==> src/sv/sslex_pkg.sv <==
`timescale 1ns / 1ps
`default_nettype none

package sslex_pkg;

  localparam int CH_W   = 21;
  localparam int EN_W   = 3;
  localparam int OUT_W  = 16;
  localparam int QDEPTH = 2;

  // enable bit positions
  localparam int EN_STR = 0;
  localparam int EN_Q   = 1;
  localparam int EN_CMT = 2;

  // verdict codes
  localparam logic [1:0] V_STR  = 2'd0;
  localparam logic [1:0] V_Q    = 2'd1;
  localparam logic [1:0] V_CMT  = 2'd2;
  localparam logic [1:0] V_NONE = 2'd3;

  localparam logic [CH_W-1:0] CH_NUL    = 21'h00;
  localparam logic [CH_W-1:0] CH_TAB    = 21'h09;
  localparam logic [CH_W-1:0] CH_LF     = 21'h0A;
  localparam logic [CH_W-1:0] CH_VT     = 21'h0B;
  localparam logic [CH_W-1:0] CH_FF     = 21'h0C;
  localparam logic [CH_W-1:0] CH_CR     = 21'h0D;
  localparam logic [CH_W-1:0] CH_SPACE  = 21'h20;
  localparam logic [CH_W-1:0] CH_QUOTE  = 21'h27;
  localparam logic [CH_W-1:0] CH_LPAREN = 21'h28;
  localparam logic [CH_W-1:0] CH_RPAREN = 21'h29;
  localparam logic [CH_W-1:0] CH_STAR   = 21'h2A;
  localparam logic [CH_W-1:0] CH_SLASH  = 21'h2F;
  localparam logic [CH_W-1:0] CH_LT     = 21'h3C;
  localparam logic [CH_W-1:0] CH_GT     = 21'h3E;
  localparam logic [CH_W-1:0] CH_UC_N   = 21'h4E;
  localparam logic [CH_W-1:0] CH_UC_Q   = 21'h51;
  localparam logic [CH_W-1:0] CH_LBRACK = 21'h5B;
  localparam logic [CH_W-1:0] CH_RBRACK = 21'h5D;
  localparam logic [CH_W-1:0] CH_LC_N   = 21'h6E;
  localparam logic [CH_W-1:0] CH_LC_Q   = 21'h71;
  localparam logic [CH_W-1:0] CH_LBRACE = 21'h7B;
  localparam logic [CH_W-1:0] CH_RBRACE = 21'h7D;

  typedef struct packed {
    logic zero;
    logic ws;      // space, tab, CR, LF, FF, VT
    logic fbd;     // not allowed as q delimiter
    logic quote;
    logic slash;
    logic star;
    logic is_n;
    logic is_q;
  } cls_t;

  typedef struct packed {
    logic [CH_W-1:0] ch;
    logic [EN_W-1:0] en;
    cls_t            cls;
    logic [CH_W-1:0] partner;
  } item_t;

  function automatic logic [CH_W-1:0] partner_of(input logic [CH_W-1:0] c);
    logic [CH_W-1:0] p;
    unique case (c)
      CH_LBRACK: p = CH_RBRACK;
      CH_LBRACE: p = CH_RBRACE;
      CH_LPAREN: p = CH_RPAREN;
      CH_LT:     p = CH_GT;
      default:   p = c;
    endcase
    return p;
  endfunction

endpackage

`default_nettype wire

==> src/sv/sslex_front.sv <==
`timescale 1ns / 1ps
`default_nettype none

module sslex_front (
  input  wire logic [sslex_pkg::CH_W-1:0] ch,
  input  wire logic                       want_string,
  input  wire logic                       want_qstring,
  input  wire logic                       want_comment,
  input  wire logic                       in_valid,
  output logic                            in_ready,
  input  wire logic                       q_full,
  output logic                            q_push,
  output sslex_pkg::item_t                q_item
);
  import sslex_pkg::*;

  cls_t cls;

  always_comb begin
    cls.zero  = (ch == CH_NUL);
    cls.ws    = (ch == CH_SPACE) || (ch == CH_TAB) || (ch == CH_CR) ||
                (ch == CH_LF) || (ch == CH_FF) || (ch == CH_VT);
    cls.fbd   = (ch == CH_NUL) || (ch == CH_SPACE) || (ch == CH_TAB) ||
                (ch == CH_CR) || (ch == CH_LF);
    cls.quote = (ch == CH_QUOTE);
    cls.slash = (ch == CH_SLASH);
    cls.star  = (ch == CH_STAR);
    cls.is_n  = (ch == CH_UC_N) || (ch == CH_LC_N);
    cls.is_q  = (ch == CH_UC_Q) || (ch == CH_LC_Q);
  end

  assign in_ready = !q_full;
  assign q_push   = in_valid && !q_full;

  always_comb begin
    q_item.ch      = ch;
    q_item.en      = {want_comment, want_qstring, want_string};
    q_item.cls     = cls;
    q_item.partner = partner_of(ch);
  end

endmodule

`default_nettype wire

==> src/sv/sslex_queue.sv <==
`timescale 1ns / 1ps
`default_nettype none

module sslex_queue (
  input  wire logic             clk,
  input  wire logic             rst,
  input  wire logic             push,
  input  wire sslex_pkg::item_t push_item,
  input  wire logic             pop,
  output sslex_pkg::item_t      pop_item,
  output logic                  full,
  output logic                  empty
);
  import sslex_pkg::*;

  localparam int PTR_W = (QDEPTH > 1) ? $clog2(QDEPTH) : 1;
  localparam int CNT_W = $clog2(QDEPTH + 1);

  item_t            mem [QDEPTH];
  logic [PTR_W-1:0] wr_ptr;
  logic [PTR_W-1:0] rd_ptr;
  logic [CNT_W-1:0] count;

  function automatic logic [PTR_W-1:0] ptr_inc(input logic [PTR_W-1:0] p);
    return (p == PTR_W'(QDEPTH - 1)) ? '0 : p + PTR_W'(1);
  endfunction

  assign full     = (count == CNT_W'(QDEPTH));
  assign empty    = (count == '0);
  assign pop_item = mem[rd_ptr];

  always_ff @(posedge clk) begin
    if (push) begin
      mem[wr_ptr] <= push_item;
    end
  end

  always_ff @(posedge clk) begin
    if (rst) begin
      wr_ptr <= '0;
      rd_ptr <= '0;
      count  <= '0;
    end else begin
      if (push) begin
        wr_ptr <= ptr_inc(wr_ptr);
      end
      if (pop) begin
        rd_ptr <= ptr_inc(rd_ptr);
      end
      if (push && !pop) begin
        count <= count + CNT_W'(1);
      end else if (pop && !push) begin
        count <= count - CNT_W'(1);
      end
    end
  end

endmodule

`default_nettype wire

==> src/sv/sslex_back.sv <==
`timescale 1ns / 1ps
`default_nettype none

module sslex_back #(
  parameter int COUNT_BITS = 16
) (
  input  wire logic                        clk,
  input  wire logic                        rst,
  input  wire sslex_pkg::item_t            q_item,
  input  wire logic                        q_empty,
  output logic                             q_pop,
  output logic                             out_valid,
  input  wire logic                        out_ready,
  output logic [1:0]                       verdict,
  output logic [sslex_pkg::OUT_W-1:0]      skipped,
  output logic [sslex_pkg::OUT_W-1:0]      token_length
);
  import sslex_pkg::*;

  localparam logic [3:0] PH_IDLE   = 4'd0;
  localparam logic [3:0] PH_SKIP   = 4'd1;
  localparam logic [3:0] PH_SLASH  = 4'd2;
  localparam logic [3:0] PH_NPRE   = 4'd3;
  localparam logic [3:0] PH_QQUOTE = 4'd4;
  localparam logic [3:0] PH_QOPEN  = 4'd5;
  localparam logic [3:0] PH_QBODY  = 4'd6;
  localparam logic [3:0] PH_QCLOSE = 4'd7;
  localparam logic [3:0] PH_OBODY  = 4'd8;
  localparam logic [3:0] PH_OQUOTE = 4'd9;
  localparam logic [3:0] PH_CBODY  = 4'd10;
  localparam logic [3:0] PH_CSTAR  = 4'd11;

  typedef struct packed {
    logic       fin;
    logic       bump;
    logic [3:0] phase;
  } step_t;

  logic [3:0]            phase, phase_next;
  logic [CH_W-1:0]       close_char, close_char_next;
  logic [EN_W-1:0]       enables, enables_next;
  logic [COUNT_BITS-1:0] skip_count, skip_count_next;
  logic [COUNT_BITS-1:0] token_count, token_count_next;
  logic                  fin;
  logic [1:0]            fin_verdict;
  step_t                 st;

  function automatic logic [COUNT_BITS-1:0] bump(input logic [COUNT_BITS-1:0] c);
    return (&c) ? c : c + COUNT_BITS'(1);
  endfunction

  function automatic logic [OUT_W-1:0] sat_out(input logic [COUNT_BITS-1:0] c);
    logic [31:0] w;
    w = 32'(c);
    return (w > 32'h0000_FFFF) ? 16'hFFFF : w[OUT_W-1:0];
  endfunction

  function automatic step_t after_prefix(input cls_t c, input logic [EN_W-1:0] en);
    step_t s;
    s = '{fin: 1'b0, bump: 1'b1, phase: PH_IDLE};
    priority if (en[EN_Q] && c.is_q) begin
      s.phase = PH_QQUOTE;
    end else if (en[EN_STR] && c.quote) begin
      s.phase = PH_OBODY;
    end else begin
      s.fin  = 1'b1;
      s.bump = 1'b0;
    end
    return s;
  endfunction

  function automatic step_t first_char(input cls_t c, input logic [EN_W-1:0] en);
    step_t s;
    s = '{fin: 1'b0, bump: 1'b1, phase: PH_IDLE};
    priority if (c.zero) begin
      s.fin  = 1'b1;
      s.bump = 1'b0;
    end else if (en[EN_CMT] && c.slash) begin
      s.phase = PH_SLASH;
    end else if (!(en[EN_STR] || en[EN_Q])) begin
      s.fin  = 1'b1;
      s.bump = 1'b0;
    end else if (c.is_n) begin
      s.phase = PH_NPRE;
    end else begin
      s = after_prefix(c, en);
    end
    return s;
  endfunction

  // take the next item only when the result register is free or drains now
  assign q_pop = !q_empty && (!out_valid || out_ready);

  always_comb begin
    phase_next       = phase;
    close_char_next  = close_char;
    enables_next     = enables;
    skip_count_next  = skip_count;
    token_count_next = token_count;
    fin              = 1'b0;
    fin_verdict      = V_NONE;
    st               = '0;
    unique case (phase)
      PH_SKIP: begin
        if (q_item.cls.ws) begin
          skip_count_next = bump(skip_count);
        end else begin
          st = first_char(q_item.cls, enables);
          fin = st.fin;
          phase_next = st.phase;
          if (st.bump) token_count_next = bump(token_count);
        end
      end
      PH_SLASH: begin
        if (q_item.cls.star) begin
          token_count_next = bump(token_count);
          phase_next = PH_CBODY;
        end else begin
          fin = 1'b1;
        end
      end
      PH_NPRE: begin
        if (q_item.cls.quote || q_item.cls.is_q) begin
          st = after_prefix(q_item.cls, enables);
          fin = st.fin;
          phase_next = st.phase;
          if (st.bump) token_count_next = bump(token_count);
        end else begin
          fin = 1'b1;
        end
      end
      PH_QQUOTE: begin
        if (q_item.cls.quote) begin
          token_count_next = bump(token_count);
          phase_next = PH_QOPEN;
        end else begin
          fin = 1'b1;
        end
      end
      PH_QOPEN: begin
        if (q_item.cls.fbd) begin
          fin = 1'b1;
        end else begin
          close_char_next  = q_item.partner;
          token_count_next = bump(token_count);
          phase_next = PH_QBODY;
        end
      end
      PH_QBODY, PH_QCLOSE: begin
        priority if (phase == PH_QCLOSE && q_item.cls.quote) begin
          token_count_next = bump(token_count);
          fin = 1'b1;
          fin_verdict = V_Q;
        end else if (q_item.cls.zero) begin
          fin = 1'b1;
        end else begin
          token_count_next = bump(token_count);
          phase_next = (q_item.ch == close_char) ? PH_QCLOSE : PH_QBODY;
        end
      end
      PH_OBODY: begin
        if (q_item.cls.zero) begin
          fin = 1'b1;
        end else begin
          token_count_next = bump(token_count);
          if (q_item.cls.quote) phase_next = PH_OQUOTE;
        end
      end
      PH_OQUOTE: begin
        if (q_item.cls.quote) begin
          token_count_next = bump(token_count);
          phase_next = PH_OBODY;
        end else begin
          fin = 1'b1;
          fin_verdict = V_STR;
        end
      end
      PH_CBODY, PH_CSTAR: begin
        priority if (phase == PH_CSTAR && q_item.cls.slash) begin
          token_count_next = bump(token_count);
          fin = 1'b1;
          fin_verdict = V_CMT;
        end else if (q_item.cls.zero) begin
          fin = 1'b1;
        end else begin
          token_count_next = bump(token_count);
          phase_next = q_item.cls.star ? PH_CSTAR : PH_CBODY;
        end
      end
      default: begin
        // idle and unused codes: start of a scan
        enables_next     = q_item.en;
        skip_count_next  = '0;
        token_count_next = '0;
        close_char_next  = '0;
        priority if (q_item.en == '0) begin
          fin = 1'b1;
        end else if (q_item.cls.ws) begin
          skip_count_next = COUNT_BITS'(1);
          phase_next = PH_SKIP;
        end else begin
          st = first_char(q_item.cls, q_item.en);
          fin = st.fin;
          phase_next = st.phase;
          if (st.bump) token_count_next = COUNT_BITS'(1);
        end
      end
    endcase
    if (fin) phase_next = PH_IDLE;
  end

  always_ff @(posedge clk) begin
    if (rst) begin
      phase       <= PH_IDLE;
      close_char  <= '0;
      enables     <= '0;
      skip_count  <= '0;
      token_count <= '0;
    end else if (q_pop) begin
      phase       <= phase_next;
      close_char  <= close_char_next;
      enables     <= enables_next;
      skip_count  <= skip_count_next;
      token_count <= token_count_next;
    end
  end

  always_ff @(posedge clk) begin
    if (rst) begin
      out_valid <= 1'b0;
    end else if (q_pop && fin) begin
      out_valid <= 1'b1;
    end else if (out_ready) begin
      out_valid <= 1'b0;
    end
  end

  always_ff @(posedge clk) begin
    if (q_pop && fin) begin
      verdict      <= fin_verdict;
      skipped      <= sat_out(skip_count_next);
      token_length <= (fin_verdict == V_NONE) ? '0 : sat_out(token_count_next);
    end
  end

endmodule

`default_nettype wire

==> src/sv/sql_string_comment_lexer.sv <==
`timescale 1ns / 1ps
`default_nettype none

// Channel  Handshake             Payload
// -------  --------------------  -----------------------------------------------
// in       in_valid / in_ready   ch, want_string, want_qstring, want_comment
// out      out_valid / out_ready verdict, skipped, token_length
//
// One item per clock sustained while out_ready holds high. Each item is
// classified combinationally and written into the queue; the lexer state
// machine steps it from the queue and registers a finishing item's result.
// While a result waits on out_ready the lexer holds; the two-entry queue
// takes items until both entries are held, then in_ready drops.
// rst is synchronous: clears the queue, lexer phase, counters, result valid.
// No clearing pass after reset; in_ready is high on the first cycle after.

module sql_string_comment_lexer #(
  parameter int COUNT_BITS = 16
) (
  input  wire logic                       clk,
  input  wire logic                       rst,
  input  wire logic                       in_valid,
  output logic                            in_ready,
  input  wire logic [sslex_pkg::CH_W-1:0] ch,
  input  wire logic                       want_string,
  input  wire logic                       want_qstring,
  input  wire logic                       want_comment,
  output logic                            out_valid,
  input  wire logic                       out_ready,
  output logic [1:0]                      verdict,
  output logic [sslex_pkg::OUT_W-1:0]     skipped,
  output logic [sslex_pkg::OUT_W-1:0]     token_length
);
  import sslex_pkg::*;

  item_t push_item;
  item_t pop_item;
  logic  q_push;
  logic  q_pop;
  logic  q_full;
  logic  q_empty;

  // front: classify each character (whitespace, quote, prefix, delimiter
  // partner) so the back state machine sees only flags and compares
  sslex_front u_front (
    .ch           (ch),
    .want_string  (want_string),
    .want_qstring (want_qstring),
    .want_comment (want_comment),
    .in_valid     (in_valid),
    .in_ready     (in_ready),
    .q_full       (q_full),
    .q_push       (q_push),
    .q_item       (push_item)
  );

  // short queue decoupling intake from the lexer
  sslex_queue u_queue (
    .clk       (clk),
    .rst       (rst),
    .push      (q_push),
    .push_item (push_item),
    .pop       (q_pop),
    .pop_item  (pop_item),
    .full      (q_full),
    .empty     (q_empty)
  );

  // back: lexer phase machine, saturating counters, result register
  sslex_back #(
    .COUNT_BITS (COUNT_BITS)
  ) u_back (
    .clk          (clk),
    .rst          (rst),
    .q_item       (pop_item),
    .q_empty      (q_empty),
    .q_pop        (q_pop),
    .out_valid    (out_valid),
    .out_ready    (out_ready),
    .verdict      (verdict),
    .skipped      (skipped),
    .token_length (token_length)
  );

`ifndef SYNTHESIS
  // a rejection never carries a length
  a_reject_len: assert property (@(posedge clk) disable iff (rst)
    (out_valid && verdict == V_NONE) |-> (token_length == '0))
    else $error("rejection with nonzero token length");

  // shortest ordinary string is two quotes; q-string q'xx' is five
  a_min_len: assert property (@(posedge clk) disable iff (rst)
    (out_valid && (verdict == V_STR || verdict == V_Q || verdict == V_CMT)) |->
    ((verdict == V_STR && token_length >= 16'd2) ||
     (verdict == V_Q && token_length >= 16'd5) ||
     (verdict == V_CMT && token_length >= 16'd4)))
    else $error("accepted token shorter than its minimum form");

  // a held result stalls the lexer
  a_stall_no_pop: assert property (@(posedge clk) disable iff (rst)
    (out_valid && !out_ready) |-> !q_pop)
    else $error("lexer stepped while result was stalled");

  // nothing enters the lexer from an empty queue
  a_pop_nonempty: assert property (@(posedge clk) disable iff (rst)
    q_pop |-> !q_empty)
    else $error("pop from empty queue");
`endif

endmodule

`default_nettype wire

==> config.mk <==
export PLATFORM = sky130hd
export DESIGN_NAME = sql_string_comment_lexer
export DESIGN_NICKNAME = d
export VERILOG_FILES = /design/src/sv/sslex_pkg.sv /design/src/sv/sslex_front.sv /design/src/sv/sslex_queue.sv /design/src/sv/sslex_back.sv /design/src/sv/sql_string_comment_lexer.sv
export SDC_FILE = /design/constraint.sdc
export NUM_CORES = 1
export LEC_CHECK = 0
export BUFFER_PORTS_ARGS = -buffer_cell sky130_fd_sc_hd__buf_2
export CAP_MARGIN = 25
export CORE_UTILIZATION = 35
export DETAILED_ROUTE_END_ITERATION = 10
export GPL_TIMING_DRIVEN = 0
export PLACE_DENSITY = 0.48
export SLEW_MARGIN = 20
export SYNTH_ARGS = -nofsm -noshare
export SYNTH_HDL_FRONTEND = slang
export SYNTH_SLANG_ARGS = --single-unit
==> constraint.sdc <==
create_clock -name clk -period 5.6 [get_ports clk]
set_input_delay 0.28 -clock clk [delete_from_list [all_inputs] [get_ports clk]]
set_output_delay 0.28 -clock clk [all_outputs]
set_load 0.02 [all_outputs]
; After elaboration in Yosys (flattened, before gate mapping)
; Memories as Yosys holds them, arrays and structs flattened. A register that Yosys moved wholly into a read port is not among the register bits.
; Cells that the tools add are included.
[totals]
register_bits = 99
ram_bits = 106
inputBits = 28
output_inout_bits = 36
elab_cells = 212
memories = 1
[op_classes]
add_sub_neg = 6
n_eq_ne = 45
muxes = 97
bitwise = 2
reduce_logical = 49
[memory_table]
columns = name, depth, word_bits, rd, rd_ports_with_merged_regs, write_ports, line_no
row1 = u_queue.mem, 2, 53, 1, 1, 1, sslex_queue.sv:19  ; item_t mem [QDEPTH];
[ops]
columns = cell, count
row1 = two-way mux 16 bit, 16
row2 = case mux 16 bit (8 select lines), 1
row3 = "== test 21 x 6 -> 1 bit, second input constant", 6
row4 = "== test 21 x 7 -> 1 bit, second input constant", 6
row5 = two-way mux 4 bit, 27
row6 = "== test 21 x 4 -> 1 bit, second input constant", 5
row7 = case mux 21 bit (4 select lines), 1
row8 = two-way mux 2 bit, 23
row9 = case mux 21 bit (2 select lines), 1
row10 = case mux 4 bit (9 select lines), 1
row11 = "adder 16 x 1 -> 16 bit, second input constant", 2
row12 = case mux 16 bit (2 select lines), 1
row13 = AND reduction 16 bit, 2
row14 = two-way mux 1 bit, 23
row15 = == test 21 bit, 1
row16 = logical NOT 21 bit, 1
row17 = two-way mux 21 bit, 1
row18 = "inequality test 3 x 2 -> 1 bit, second input constant", 7
row19 = OR reduction 10 bit, 2
row20 = "== test 4 x 3 -> 1 bit, second input constant", 4
row21 = "== test 4 bit, second input constant", 4
row22 = logical OR 1 bit, 15
row23 = "inequality test 3 x 1 -> 1 bit, second input constant", 5
row24 = AND reduction 14 bit, 1
row25 = 20 further kinds, 43

; Logic depth before layout (Yosys ltp)
; Gate-level depths: netlist of run 1.
[depth]
word_depth = 15
mapped_depth = 11
depth_no_buf = 8

; Hierarchy
; From an unflattened synthesis of run 1, not the netlist that was laid out.
[unflattened]
cells_unflattened = 1047
area_unflattened_um2 = 10617.7
[by_module_without_submodules]
columns = module, instances, cells_per_inst, area_per_inst_um2, seq_area_each_um2
row1 = sslex_back, 1, 769, 6004.5, 2242.2
row2 = sslex_queue, 1, 187, 4048.9, 3283.1
row3 = sslex_front, 1, 91, 564.3, 0.0

; Least setup slack after synthesis of run 1
; OpenSTA, ideal clock, no wires.
[synth_timing]
path_type = reg2reg
from = register u_queue.count[0]
to = memory u_queue.mem[0][0] in the netlist's numbering (enable)
setup_ns = 0.464
arrival_ns = 3.010
required_ns = 5.136
path_slack_ns = 2.126
path_stages_with_launch = 4
path_buffers = 0
synth_period_minus_slack_ns = 3.474
path_cell_list = dfxtp_1 nand2b_1 nand2_1 nor2_1
[synth_between]
elab_chain_cells = 5
[synth_lines]
columns = item, line_no
row1 = "start, declared", sslex_queue.sv:22  ; logic [CNT_W-1:0] count;
row2 = "start signal, assigned", sslex_queue.sv:51  ; count <= count + CNT_W'(1);
row3 = "start signal, assigned", sslex_queue.sv:53  ; count <= count - CNT_W'(1);
row4 = == test 2 bit, sslex_queue.sv:28  ; assign full = (count == CNT_W'(QDEPTH));
row5 = logical NOT 1 bit, -
row6 = named net in_ready, sql_string_comment_lexer.sv:23  ; output logic in_ready,
row7 = logical AND 1 bit, sslex_front.sv:33  ; assign q_push = in_valid && !q_full;
row8 = two-way mux 1 bit, sslex_queue.sv:33  ; if (push) begin
row9 = two-way mux 1 bit (implied by the code), sslex_queue.sv:34  ; mem[wr_ptr] <= push_item;
row10 = "end, declared", sslex_queue.sv:19
; The timed path passes the listed nets, and every way through them passes these cells.

; Worst setup path in the final report of run 1
[layout_timing]
from = register u_queue.count[0]
to = register u_queue.count[1]
[layout_between]
elab_chain_cells = 6
elab_cells_between_ends = 15
classes_between = add/sub (2) / eq/ne (1) / mux (2) / reduce/logical (10)
[layout_lines]
columns = item, line_no
row1 = == test 2 bit / logical NOT 2 bit (equally long branches), "sslex_queue.sv:28, sslex_queue.sv:29"
row2 = logical NOT 1 bit (on tied branches), "sslex_front.sv:33, sslex_back.sv:92"
row3 = logical AND 1 bit (on tied branches), "sslex_front.sv:33, sslex_back.sv:92"
row4 = logical NOT 1 bit (on tied branches), "sslex_queue.sv:52, sslex_queue.sv:50"
row5 = logical AND 1 bit (on tied branches), "sslex_queue.sv:52, sslex_queue.sv:50"
row6 = nonzero test 2 bit (no line) / two-way mux 2 bit (equally long branches), -
; Several ways; a longest one is shown, not always the timed one. The select of a mux whose other input is x is not followed.
; A chain may end at the register's enable or synchronous reset.

==> results of run 1 <==
worst paths after layout:
kind | start | to | slack [ns]
max | u_queue.count[0]$_SDFFE_PP0P_ | u_queue.count[1]$_SDFFE_PP0P_ | 2.21
min | out_ready | u_back.out_valid$_SDFFE_PP0P_ | 0.05
max reg2reg | u_queue.count[0]$_SDFFE_PP0P_ | u_queue.count[1]$_SDFFE_PP0P_ | 2.21
min reg2reg | u_back.close_char[18]$_SDFFE_PP0P_ | u_back.close_char[18]$_SDFFE_PP0P_ | 0.46
power by group through the flow:
stage          clock network, mW  registers, mW  logic (mW)
6_report                    1.49           2.08        2.33
5_1_grt                     1.58           2.12        2.55
4_1_cts                     1.53           2.09        2.35
3_5_place_dp                   0           2.12        2.33
3_3_place_gp                   0           2.14        2.27
2_1_floorplan                  0           2.28        1.37
cell type report:
cell class / count / area (um2)
Fill cell: 2775 / 16100
Sequential cell: 206 / 5530
Buffer: 73 / 323
Multi-Input combinational cell: 662 / 4190
Inverter: 17 / 63.8
Clock buffer: 33 / 654
Timing Repair Buffer: 91 / 631
Clock inverter: 11 / 97.6
Tap cell: 378 / 473
metrics by stage:
step                      std cells  hold slack (ns)  cell area, um2
after floorplan                 958            0.379           10100
after CTS                      1471           0.0449           12000
after global routing           1471           0.0565           12000
final                          1471           0.0535           12000
after global placement         1399            0.452           10900
after detailed placement       1403            0.458           11000
per-layer routing:
layer  wire length (um)  track usage [%]  vias to the layer above  share of wire (%)
met5                  0                0                        -                  0
met2              12500             31.1                      218                 46
met4                726             6.50                        0                2.7
li1                   -                -                     3853                  -
met1              12500             25.0                     3651                 46
met3               1390             3.01                       48                5.1
repair_timing:
item                      in CTS  in global routing
resized for setup              0                  0
hold buffers                  24                  0
hold endpoints to repair      47                  0
sequential cells by signal (all words and copies together) (netlist names), named ones only:
| register | count |
|---|---|
| u_back.phase | 4 |
| u_back.verdict | 2 |
| u_back.close_char | 21 |
| u_back.enables | 3 |
| u_queue.mem | 106 |
| u_back.token_count | 16 |
| u_back.out_valid | 1 |
| u_queue.count | 2 |
| u_back.token_length | 16 |
| u_queue.wr_ptr | 1 |
| u_back.skip_count | 16 |
| u_queue.rd_ptr | 1 |
| u_back.skipped | 16 |
critical path, delay by kind of cell (launching register included):
family	cells	cell delay (ns)
AO/OA/AOI/OAI	2	0.33
buffers and inverters	4	1.83
flip-flops	1	0.35
adder cells (fa/ha/maj)	1	0.40
AND/OR/NAND/NOR	1	0.38
cell usage after synthesis, types with 8 or more instances:
master    count  share of area [%]
mux2i_1      50                5.0
clkbuf_1     52                1.9
nand4_1      14               0.87
a211oi_1     17                1.3
nor3_1       26                1.3
mux2_2        9                1.0
and2_1       10               0.62
a21oi_1      86                4.3
nand2b_1      8               0.50
nor4_1       14               0.87
dfxtp_1      66                 13
a31oi_1      15               0.93
edfxtp_1    140                 42
nand2_1      86                3.2
nor2_1       55                2.0
xnor2_1      19                1.6
or3_1        26                1.6
nand3_1      39                1.9
buf_2        12               0.60
inv_1        17               0.63
o21ai_0      48                2.4
and3_1       11               0.68
kinds of logic after synthesis:
family	after synthesis	share of synthesized area, %
buffers and inverters	90	3.83
AO/OA/AOI/OAI	240	15.4
multiplexers	61	6.34
AND/OR/NAND/NOR	332	17.1
flip-flops	206	54.8
adder cells (fa/ha/maj)	3	0.372
XOR/XNOR	26	2.26
==> summary.md, run 1 <==
| Metric | Value |
|---|---|
| Syn_nets | 989 |
| Post-route clock period utilization | 60.5% |
| Root buffer cell | clkbuf_16 |
| Worst vdd ir | approximately 250 uV |
| Worst hold stages | 3 |
| RSZ-0062 raised after global routing | false |
| Mapped Cells | roughly 960 |
| # nets final | 1106 |
| Antenna-violating nets left | 0 |
| MaxCap Viol Count | 0 |
| DRC | 0 |
| CP startpoint kind | flip-flop |
| Setup TNS | 0 ns |
| WL/cell | 18.5 um |
| Via count | around 7800 |
| Clock Latency Late Sink | ~0.54 ns |
| Worst-Margin Slew | 1.05 ns |
| Initial DRC Count | around 650 |
| Routed WL | 27.2 mm |
| Min-delay worst type | in -> reg |
| I/O Pins | 64 |
| Status | complete, no violations |
| Clk buf depth | 3 |
| Final Util | between 40% and 50% |
| Postcts setup bufs | 0 |
| Netlist Area Pre-Place | 10100 um2 |
| Number of global-route vias before repair | 7459 |
| Crit path DAT | 3.83 ns |
| Reg2Reg Depth | 8 |
| Yosys reg bits | 206 |
| First-pass GRT wire length | 42.6 mm |
| Routed vias/inst | 5.28 |
| Crit path time final | between 3 and 4 ns |
| Initial antenna violation count | 0 |
| Distinct cell type count after synthesis | 79 |
| Layout cells sized above 1 | 13.7% |
| Core region area | 28100 um2 |
| Die X | roughly 170 um |
| Port bufs | 63 |
| Setup violators final | 0 |
| Most used cell along the critical path | clkbuf_1 |
| Clock buffer count from CTS | 24 |
| Psw | 2.33 mW |
| Synth warn | 0 |
| Die height | 172 um |
| Initial DRT Pass Iterations | 5 |
| Final Worst Setup Slack | 2.21 ns |
| Slowest cell delay on critical path | 0.65 ns |
| Synth Flop Type | edfxtp_1 |
| Comb power frac | 39.5% |
| PwrDens | 493 nW/um2 |
| Largest net degree at the start of global routing | 33 |
| Clock power frac | 25.2% |
| Cells along the critical path | o21a_1 > clkbuf_1 > inv_1 > clkbuf_1 > clkbuf_1 > ha_1 > or3_1 > a21oi_1 |
| WS Path Type | reg -> reg |
| Diodes inserted | 0 |
| Gr ovfl total | 0 |
| Most frequent cells in the layout | 140 x edfxtp_1, 86 x nand2_1, 86 x a21oi_1 |
| Crit path max fanout | 10 |
| Setup Slack @ Placement | between 2 and 2.5 ns |
| Slowest CP cell | clkbuf_1 |
| Most common cell after layout, fill and taps aside | edfxtp_1 |
| Final hold vios | 0 |
| Seq/Total Area, Yosys | 54.8% |
| Crit path required time | 6.04 ns |
| Ys async rst share | 0% |
| Pins over their slew limit | 0 |
| Syn Area/Cell | 10.5 um2 |
| CTS tree | built |
| Post-synth EDFFs | 140 |
| Skew final | 0.0216 ns |
| RD Place Congestion | 0.885 |
| Synthesis-to-finish area growth | 18.5% |
| Setup crit end kind | flip-flop |
| CTS sink count | just over 200 |
| Post-DP HPWL | 19.0 mm |
| Switching Share | between 30% and 40% |
| Slew margin rel. | roughly 29% |
| DIE AREA | approximately 30000 um2 |
| Initial Util | 35.9% |
| Leakage | 3.96 nW |
| Total power | 5.90 mW |
| Internal power | 3.57 mW |
| FP Rows | 61 |
| Max H-tree Level | 1 |
| GRT Resource Usage Total | 18.8% |
| Maximum clock rate | 0.295 GHz |
| Sequential fraction of design power | 35.3% |
| Clk pin slew, worst setup/hold paths | 0.06 ns |
Power figures use the tool's default switching activity.
==> run 2: changes to the inputs <==
--- a/config.mk
+++ b/config.mk
@@ -10,7 +10,7 @@
 export CORE_UTILIZATION = 35
 export DETAILED_ROUTE_END_ITERATION = 10
 export GPL_TIMING_DRIVEN = 0
-export PLACE_DENSITY = 0.48
+export PLACE_DENSITY = 0.5
 export SLEW_MARGIN = 20
 export SYNTH_ARGS = -nofsm -noshare
 export SYNTH_HDL_FRONTEND = slang
==> constraint.sdc (replaced) <==
create_clock -name clk -period 2.85 [get_ports clk]
set_input_delay 0.1425 -clock clk [delete_from_list [all_inputs] [get_ports clk]]
set_output_delay 0.1425 -clock clk [all_outputs]
set_load 0.02 [all_outputs]
==> summary.md, run 2 (synthesis results as in run 1) <==
| Metric | Value |
|---|---|
| Design Area, Final | ~12000 um2 |
| Cells along the critical path | buf_6 > buf_6 > mux2i_1 > nand3_1 > a21oi_1 > a311oi_4 > buf_4 > buf_4 > buf_4 > a21oi_4 > a21oi_1 > a211oi_1 |
| I/O Pins | 64 |
| Routed vias/inst | ~5.4 |
| Most frequent cells in the layout | 140 x edfxtp_1, 86 x nand2_1, 85 x a21oi_1 |
| Largest Register | u_queue.mem |
| Total power | about 12 mW |
| Biggest regs | u_queue.mem: 106 flops, u_back.close_char: 21 flops |
| Root buffer cell | clkbuf_16 |
| Final Util | 43.4% |
| Fill cells | 2763 |
| Port bufs | 63 |
| Leakage | 4.06 nW |
| Via count | 7901 |
| Synthesis-to-finish area growth | 20.8% |
| Most used cell along the critical path | buf_4 |
| Flop-to-flop setup slack | 0.12 ns |
| Gr ovfl total | 0 |
| WP depth | 12 |
| Clock buffer count from CTS | 24 |
| Setup Slack @ Placement | -0.562 ns |
| Slowest cell delay on critical path | 0.39 ns |
| Most common cell after layout, fill and taps aside | edfxtp_1 |
| Diodes inserted | 0 |
| Worst vdd ir | 511 uV |
| Initial DRC Count | slightly above 500 |
| FP Rows | between 60 and 70 |
| CTS tree | built |
| Final hold vios | 0 |
| Clk pin slew, worst setup/hold paths | roughly 0.05 ns |
| Number of global-route vias before repair | 7549 |
| GRT Resource Usage Total | 18.7% |
| Crit path time final | 2.73 ns |
| Final Worst Setup Slack | 0.118 ns |
| Pins over their slew limit | 0 |
| Hold wc startpoint | in_valid |
| Maximum clock rate | 0.366 GHz |
| Inst Count DP | 1402 |
| WS Path Type | reg -> reg |
| Crit path required time | 3.28 ns |
| Slew margin rel. | a little over a third |
| Initial antenna violation count | 0 |
| Layout cells sized above 1 | 16.1% |
| Crit path max-delay family | compound AO/OA/AOI/OAI gates |
| CP startpoint kind | flip-flop |
| Clock Latency Late Sink | approximately 0.53 ns |
| DRC | 0 |
| Max reg flops | roughly 110 |
| Slowest CP cell | dfxtp_2 |
| First-pass GRT wire length | 42.6 mm |
| Worst-Margin Slew | just under 1 ns |
| Post-route clock period utilization | 95.9% |
| # nets final | roughly 1100 |
| Setup crit end kind | flip-flop |
| Min-delay worst type | in -> reg |
| Die height | 172 um |
| Crit path max fanout | 10 |
| Max H-tree Level | 1 |
| MaxCap Viol Count | 0 |
| RD Place Congestion | 0.908 |
| Initial DRT Pass Iterations | 5 |
| Crit path DAT | 3.16 ns |
| Routed WL | 27.3 mm |
| Die X | approximately 170 um |
| CTS sink count | just over 200 |
| Post-Layout Cell Count | about 1500 |
| PwrDens | just under 1000 nW/um2 |
| Antenna-violating nets left | 0 |
| Skew final | 0.0182 ns |
| Largest net degree at the start of global routing | 36 |
| Status | complete, no violations |
| Reg2Reg Depth | 12 |
| Initial Util | 35.9% |
| DIE AREA | 29500 um2 |
| Placed cell area | about 11000 um2 |
| Clk buf depth | 3 |
| Core region area | 28100 um2 |
| WL/cell | 18.5 um |
| Setup violators final | 0 |
| Worst hold stages | 4 |
| Post-DP HPWL | about 19 mm |
| WP buf/inv | 5 |
-- run 2: metal layers --
metal	routed length, um	share of wire [%]	GRT usage [%]
met5	0	0	0
met4	721	2.6	5.43
met3	971	3.6	2.23
met2	12900	47	31.5
met1	12600	46	25.2
-- run 2: where the power goes --
part           internal (mW)  total [mW]  switching [mW]
Sequential              3.91        4.11           0.201
Combinational           1.66        4.97            3.32
Clock                   1.66        2.88            1.23
-- run 2: stage by stage --
stage	setup TNS, ns	hold WS, ns
6_report	0	0.0509
4_1_cts	-0.0143	0.0283
5_1_grt	-0.0120	0.0947
2_1_floorplan	0	0.241
3_5_place_dp	-18.92	0.336
3_3_place_gp	-62.33	0.332
-- run 2: worst paths after layout --
path                                        endpoint
setup / recovery  u_back.token_count[7]$_SDFFE_PP0P_
hold / removal           u_queue.wr_ptr$_SDFFE_PP0P_
setup reg to reg  u_back.token_count[7]$_SDFFE_PP0P_
hold reg to reg    u_back.close_char[4]$_SDFFE_PP0P_
-- run 2: what timing repair did --
action                                  4_1_cts  5_1_grt
pin swaps                                     4        0
cloned                                        1        0
hold buffers                                 26        0
endpoints found under the setup margin       69       67
setup buffers                                 6        0
gates resized for setup                      18       18
hold endpoints to repair                     88        0
-- run 2: area by class of cell --
| type | instances | area, um2 | area share [%] |
|---|---|---|---|
| clock buffer | 37 | 679 | 5.57 |
| buffer | 70 | 324 | 2.66 |
| sequential | 206 | 5530 | 45.3 |
| timing repair buffer | 98 | 721 | 5.91 |
| tap | 378 | 473 | 3.88 |
| clock inverter | 7 | 68.8 | 0.565 |
| multi-input combinational | 663 | 4330 | 35.5 |
| inverter | 17 | 63.8 | 0.524 |
-- run 2: worst min-delay path, cell delays in order --
cell and delay, ns:
buf_2 0.10, nand2_1 0.14, xor2_1 0.08, nor2_1 0.07
==> run 3: changes to the inputs <==
--- a/config.mk
+++ b/config.mk
@@ -10,7 +10,7 @@
 export CORE_UTILIZATION = 35
 export DETAILED_ROUTE_END_ITERATION = 10
 export GPL_TIMING_DRIVEN = 0
-export PLACE_DENSITY = 0.5
+export PLACE_DENSITY = 0.48
 export SLEW_MARGIN = 20
 export SYNTH_ARGS = -nofsm -noshare
 export SYNTH_HDL_FRONTEND = slang
==> constraint.sdc (replaced) <==
create_clock -name clk -period 3.3 [get_ports clk]
set_input_delay 0.165 -clock clk [delete_from_list [all_inputs] [get_ports clk]]
set_output_delay 0.165 -clock clk [all_outputs]
set_load 0.02 [all_outputs]
==> summary.md, run 3 (synthesis results as in run 1) <==
| Metric | Value |
|---|---|
| Die X | 172 um |
| Largest net degree at the start of global routing | 37 |
| Biggest regs | u_queue.mem: 106 flops, u_back.close_char: 21 flops |
| MaxCap Viol Count | 0 |
| Largest Register | u_queue.mem |
| Skew final | 0.0130 ns |
| Crit path required time | 3.74 ns |
| PwrDens | 853 nW/um2 |
| Leakage | 4.03 nW |
| CP startpoint kind | flip-flop |
| Hold EP | u_queue.wr_ptr$_SDFFE_PP0P_ |
| Most common cell after layout, fill and taps aside | edfxtp_1 |
| Routed vias/inst | 5.35 |
| Clock Latency Late Sink | 0.54 ns |
| CTS sink count | 206 |
| Worst-Margin Slew | 0.959 ns |
| Maximum clock rate | 0.319 GHz |
| Setup Slack @ Placement | -0.134 ns |
| Clk buf depth | 3 |
| Status | complete, no violations |
| DIE AREA | between 20000 and 30000 um2 |
| Clock buffer count from CTS | 24 |
| Via count | a little under 8000 |
| Port bufs | 63 |
| Initial DRC Count | 532 |
| WL/cell | 18.5 um |
| RD Place Congestion | slightly below 0.9 |
| Core region area | 28100 um2 |
| Setup crit end kind | flip-flop |
| Min-delay worst type | in -> reg |
| Initial Util | 35.9% |
| Switching Share | 38.5% |
| Synthesis-to-finish area growth | 19.9% |
| Initial DRT Pass Iterations | 6 |
| RSZ-0062 raised after global routing | false |
| Fill cells | 2817 |
| Diodes inserted | 0 |
| Post-DP HPWL | 19.1 mm |
| Total power | between 10 and 15 mW |
| Setup TNS | 0 ns |
| Crit path max fanout | 10 |
| Final Worst Setup Slack | 0.164 ns |
| Max H-tree Level | 1 |
| Clk pin slew, worst setup/hold paths | 0.06 ns |
| DRC | 0 |
| Internal power | between 6 and 7 mW |
| WS Path Type | reg -> reg |
| Final hold vios | 0 |
| Post-route clock period utilization | 95.0% |
| Antenna-violating nets left | 0 |
| Crit path DAT | 3.57 ns |
| Setup violators final | 0 |
| Comb power frac | between 30% and 40% |
| Hold wc startpoint | in_valid |
| Register Area | 5530 um2 |
| Die height | 172 um |
| Clock power frac | 26.8% |
| Pins over their slew limit | 0 |
| Crit path time final | approximately 3.1 ns |
| Slew margin rel. | between 30% and 40% |
| Reg2Reg Depth | 8 |
| Worst vdd ir | 400 uV |
| Flop-to-flop setup slack | approximately 0.16 ns |
| Multi-input gate area | 4200 um2 |
| Psw | between 3 and 4 mW |
| Gr ovfl total | 0 |
| Most frequent cells in the layout | 140 x edfxtp_1, 86 x nand2_1, 86 x a21oi_1 |
| Max reg flops | between 100 and 150 |
| FP Rows | 61 |
| Number of global-route vias before repair | 7535 |
| Worst hold stages | 4 |
| GRT Resource Usage Total | 18.9% |
| Reg-to-Reg End | u_back.token_count[7]$_SDFFE_PP0P_ |
| # nets final | 1107 |
| Routed WL | 27.2 mm |
| Root buffer cell | clkbuf_16 |
| CTS tree | built |
| Layout cells sized above 1 | between 10 and 15% |
| First-pass GRT wire length | between 40 and 50 mm |
| Initial antenna violation count | 0 |
| Sequential fraction of design power | 34.3% |
| I/O Pins | 64 |
==> run 3: cell count changes in the layout (fill, tap and decap cells not counted), moves of 3 or more <==
cell	change
clkbuf_1	+3
clkbuf_2	-5
nor4_1	+3
bufinv_16	+4
buf_4	-5
==> run 3: power by group through the flow <==
stage                     Combinational (mW)  Sequential, mW  Clock, mW
after floorplan                         2.32            3.86          0
after global placement                  3.85            3.63          0
after detailed placement                3.99            3.60          0
after CTS                               4.04            3.55       2.84
after global routing                    4.37            3.61       2.93
final                                   4.01            3.54       2.77
==> run 3: critical path, stage by stage (launching register included) <==
cell and delay [ns]:
dfxtp_1 0.45, buf_6 0.21, buf_6 0.18, buf_6 0.22
mux2i_1 0.55, a211oi_2 0.26, a21oi_1 0.75, a21oi_1 0.16
a211oi_1 0.24
==> run 3: metrics by stage <==
| step | area (um2) | cells | utilization (%) | hold slack (ns) |
|---|---|---|---|---|
| 2_1_floorplan | 10100 | 958 | - | 0.264 |
| 3_5_place_dp | 11000 | 1403 | 39.1 | 0.361 |
| 6_report | 12100 | 1472 | 43.1 | 0.0748 |
| 3_3_place_gp | 10900 | 1399 | 38.7 | 0.357 |
| 5_1_grt | 12100 | 1472 | 43.1 | 0.107 |
| 4_1_cts | 12100 | 1473 | 43.1 | 0.0641 |
==> run 3: worst max-delay path by stage <==
stage                     slack [ns]                          start                            endpoint
final                           0.16                      flip-flop  u_back.token_count[7]$_SDFFE_PP0P_
after detailed placement       -0.13  u_queue.count[0]$_SDFFE_PP0P_       u_queue.count[1]$_SDFFE_PP0P_
after floorplan                 0.24                      flip-flop        u_back.phase[2]$_SDFFE_PP0P_
after CTS                       0.08  u_queue.count[0]$_SDFFE_PP0P_       u_queue.count[1]$_SDFFE_PP0P_
after global placement         -0.73                      flip-flop        u_back.phase[2]$_SDFFE_PP0P_
after global routing           0.006                      flip-flop  u_back.token_count[7]$_SDFFE_PP0P_
==> run 3: cell type report <==
class                   instances  share of cell area [%]
clock inverters                12                    1.53
well taps                     378                    3.91
plain buffers                  72                    2.66
clock buffers                  32                    5.38
flip-flops and latches        206                    45.7
multi-input cells             662                    34.7
repair buffers                 93                    5.61
inverters                      17                   0.527
==> run 3: layer usage <==
layer	up-vias	track usage [%]	wire length, um
met1	3733	25.3	12500
met3	58	2.51	1270
met2	231	31.6	12700
met4	0	5.93	767
met5	-	0	0
li1	3858	-	-
==> run 3: timing repair <==
| item | 4_1_cts | 5_1_grt |
|---|---|---|
| gates resized for setup | 1 | 3 |
| hold buffers | 26 | 0 |
| endpoints found under the setup margin | 1 | 6 |
| setup buffers | 0 | 0 |
| hold endpoints to repair | 88 | 0 |
| pin swaps | 0 | 0 |
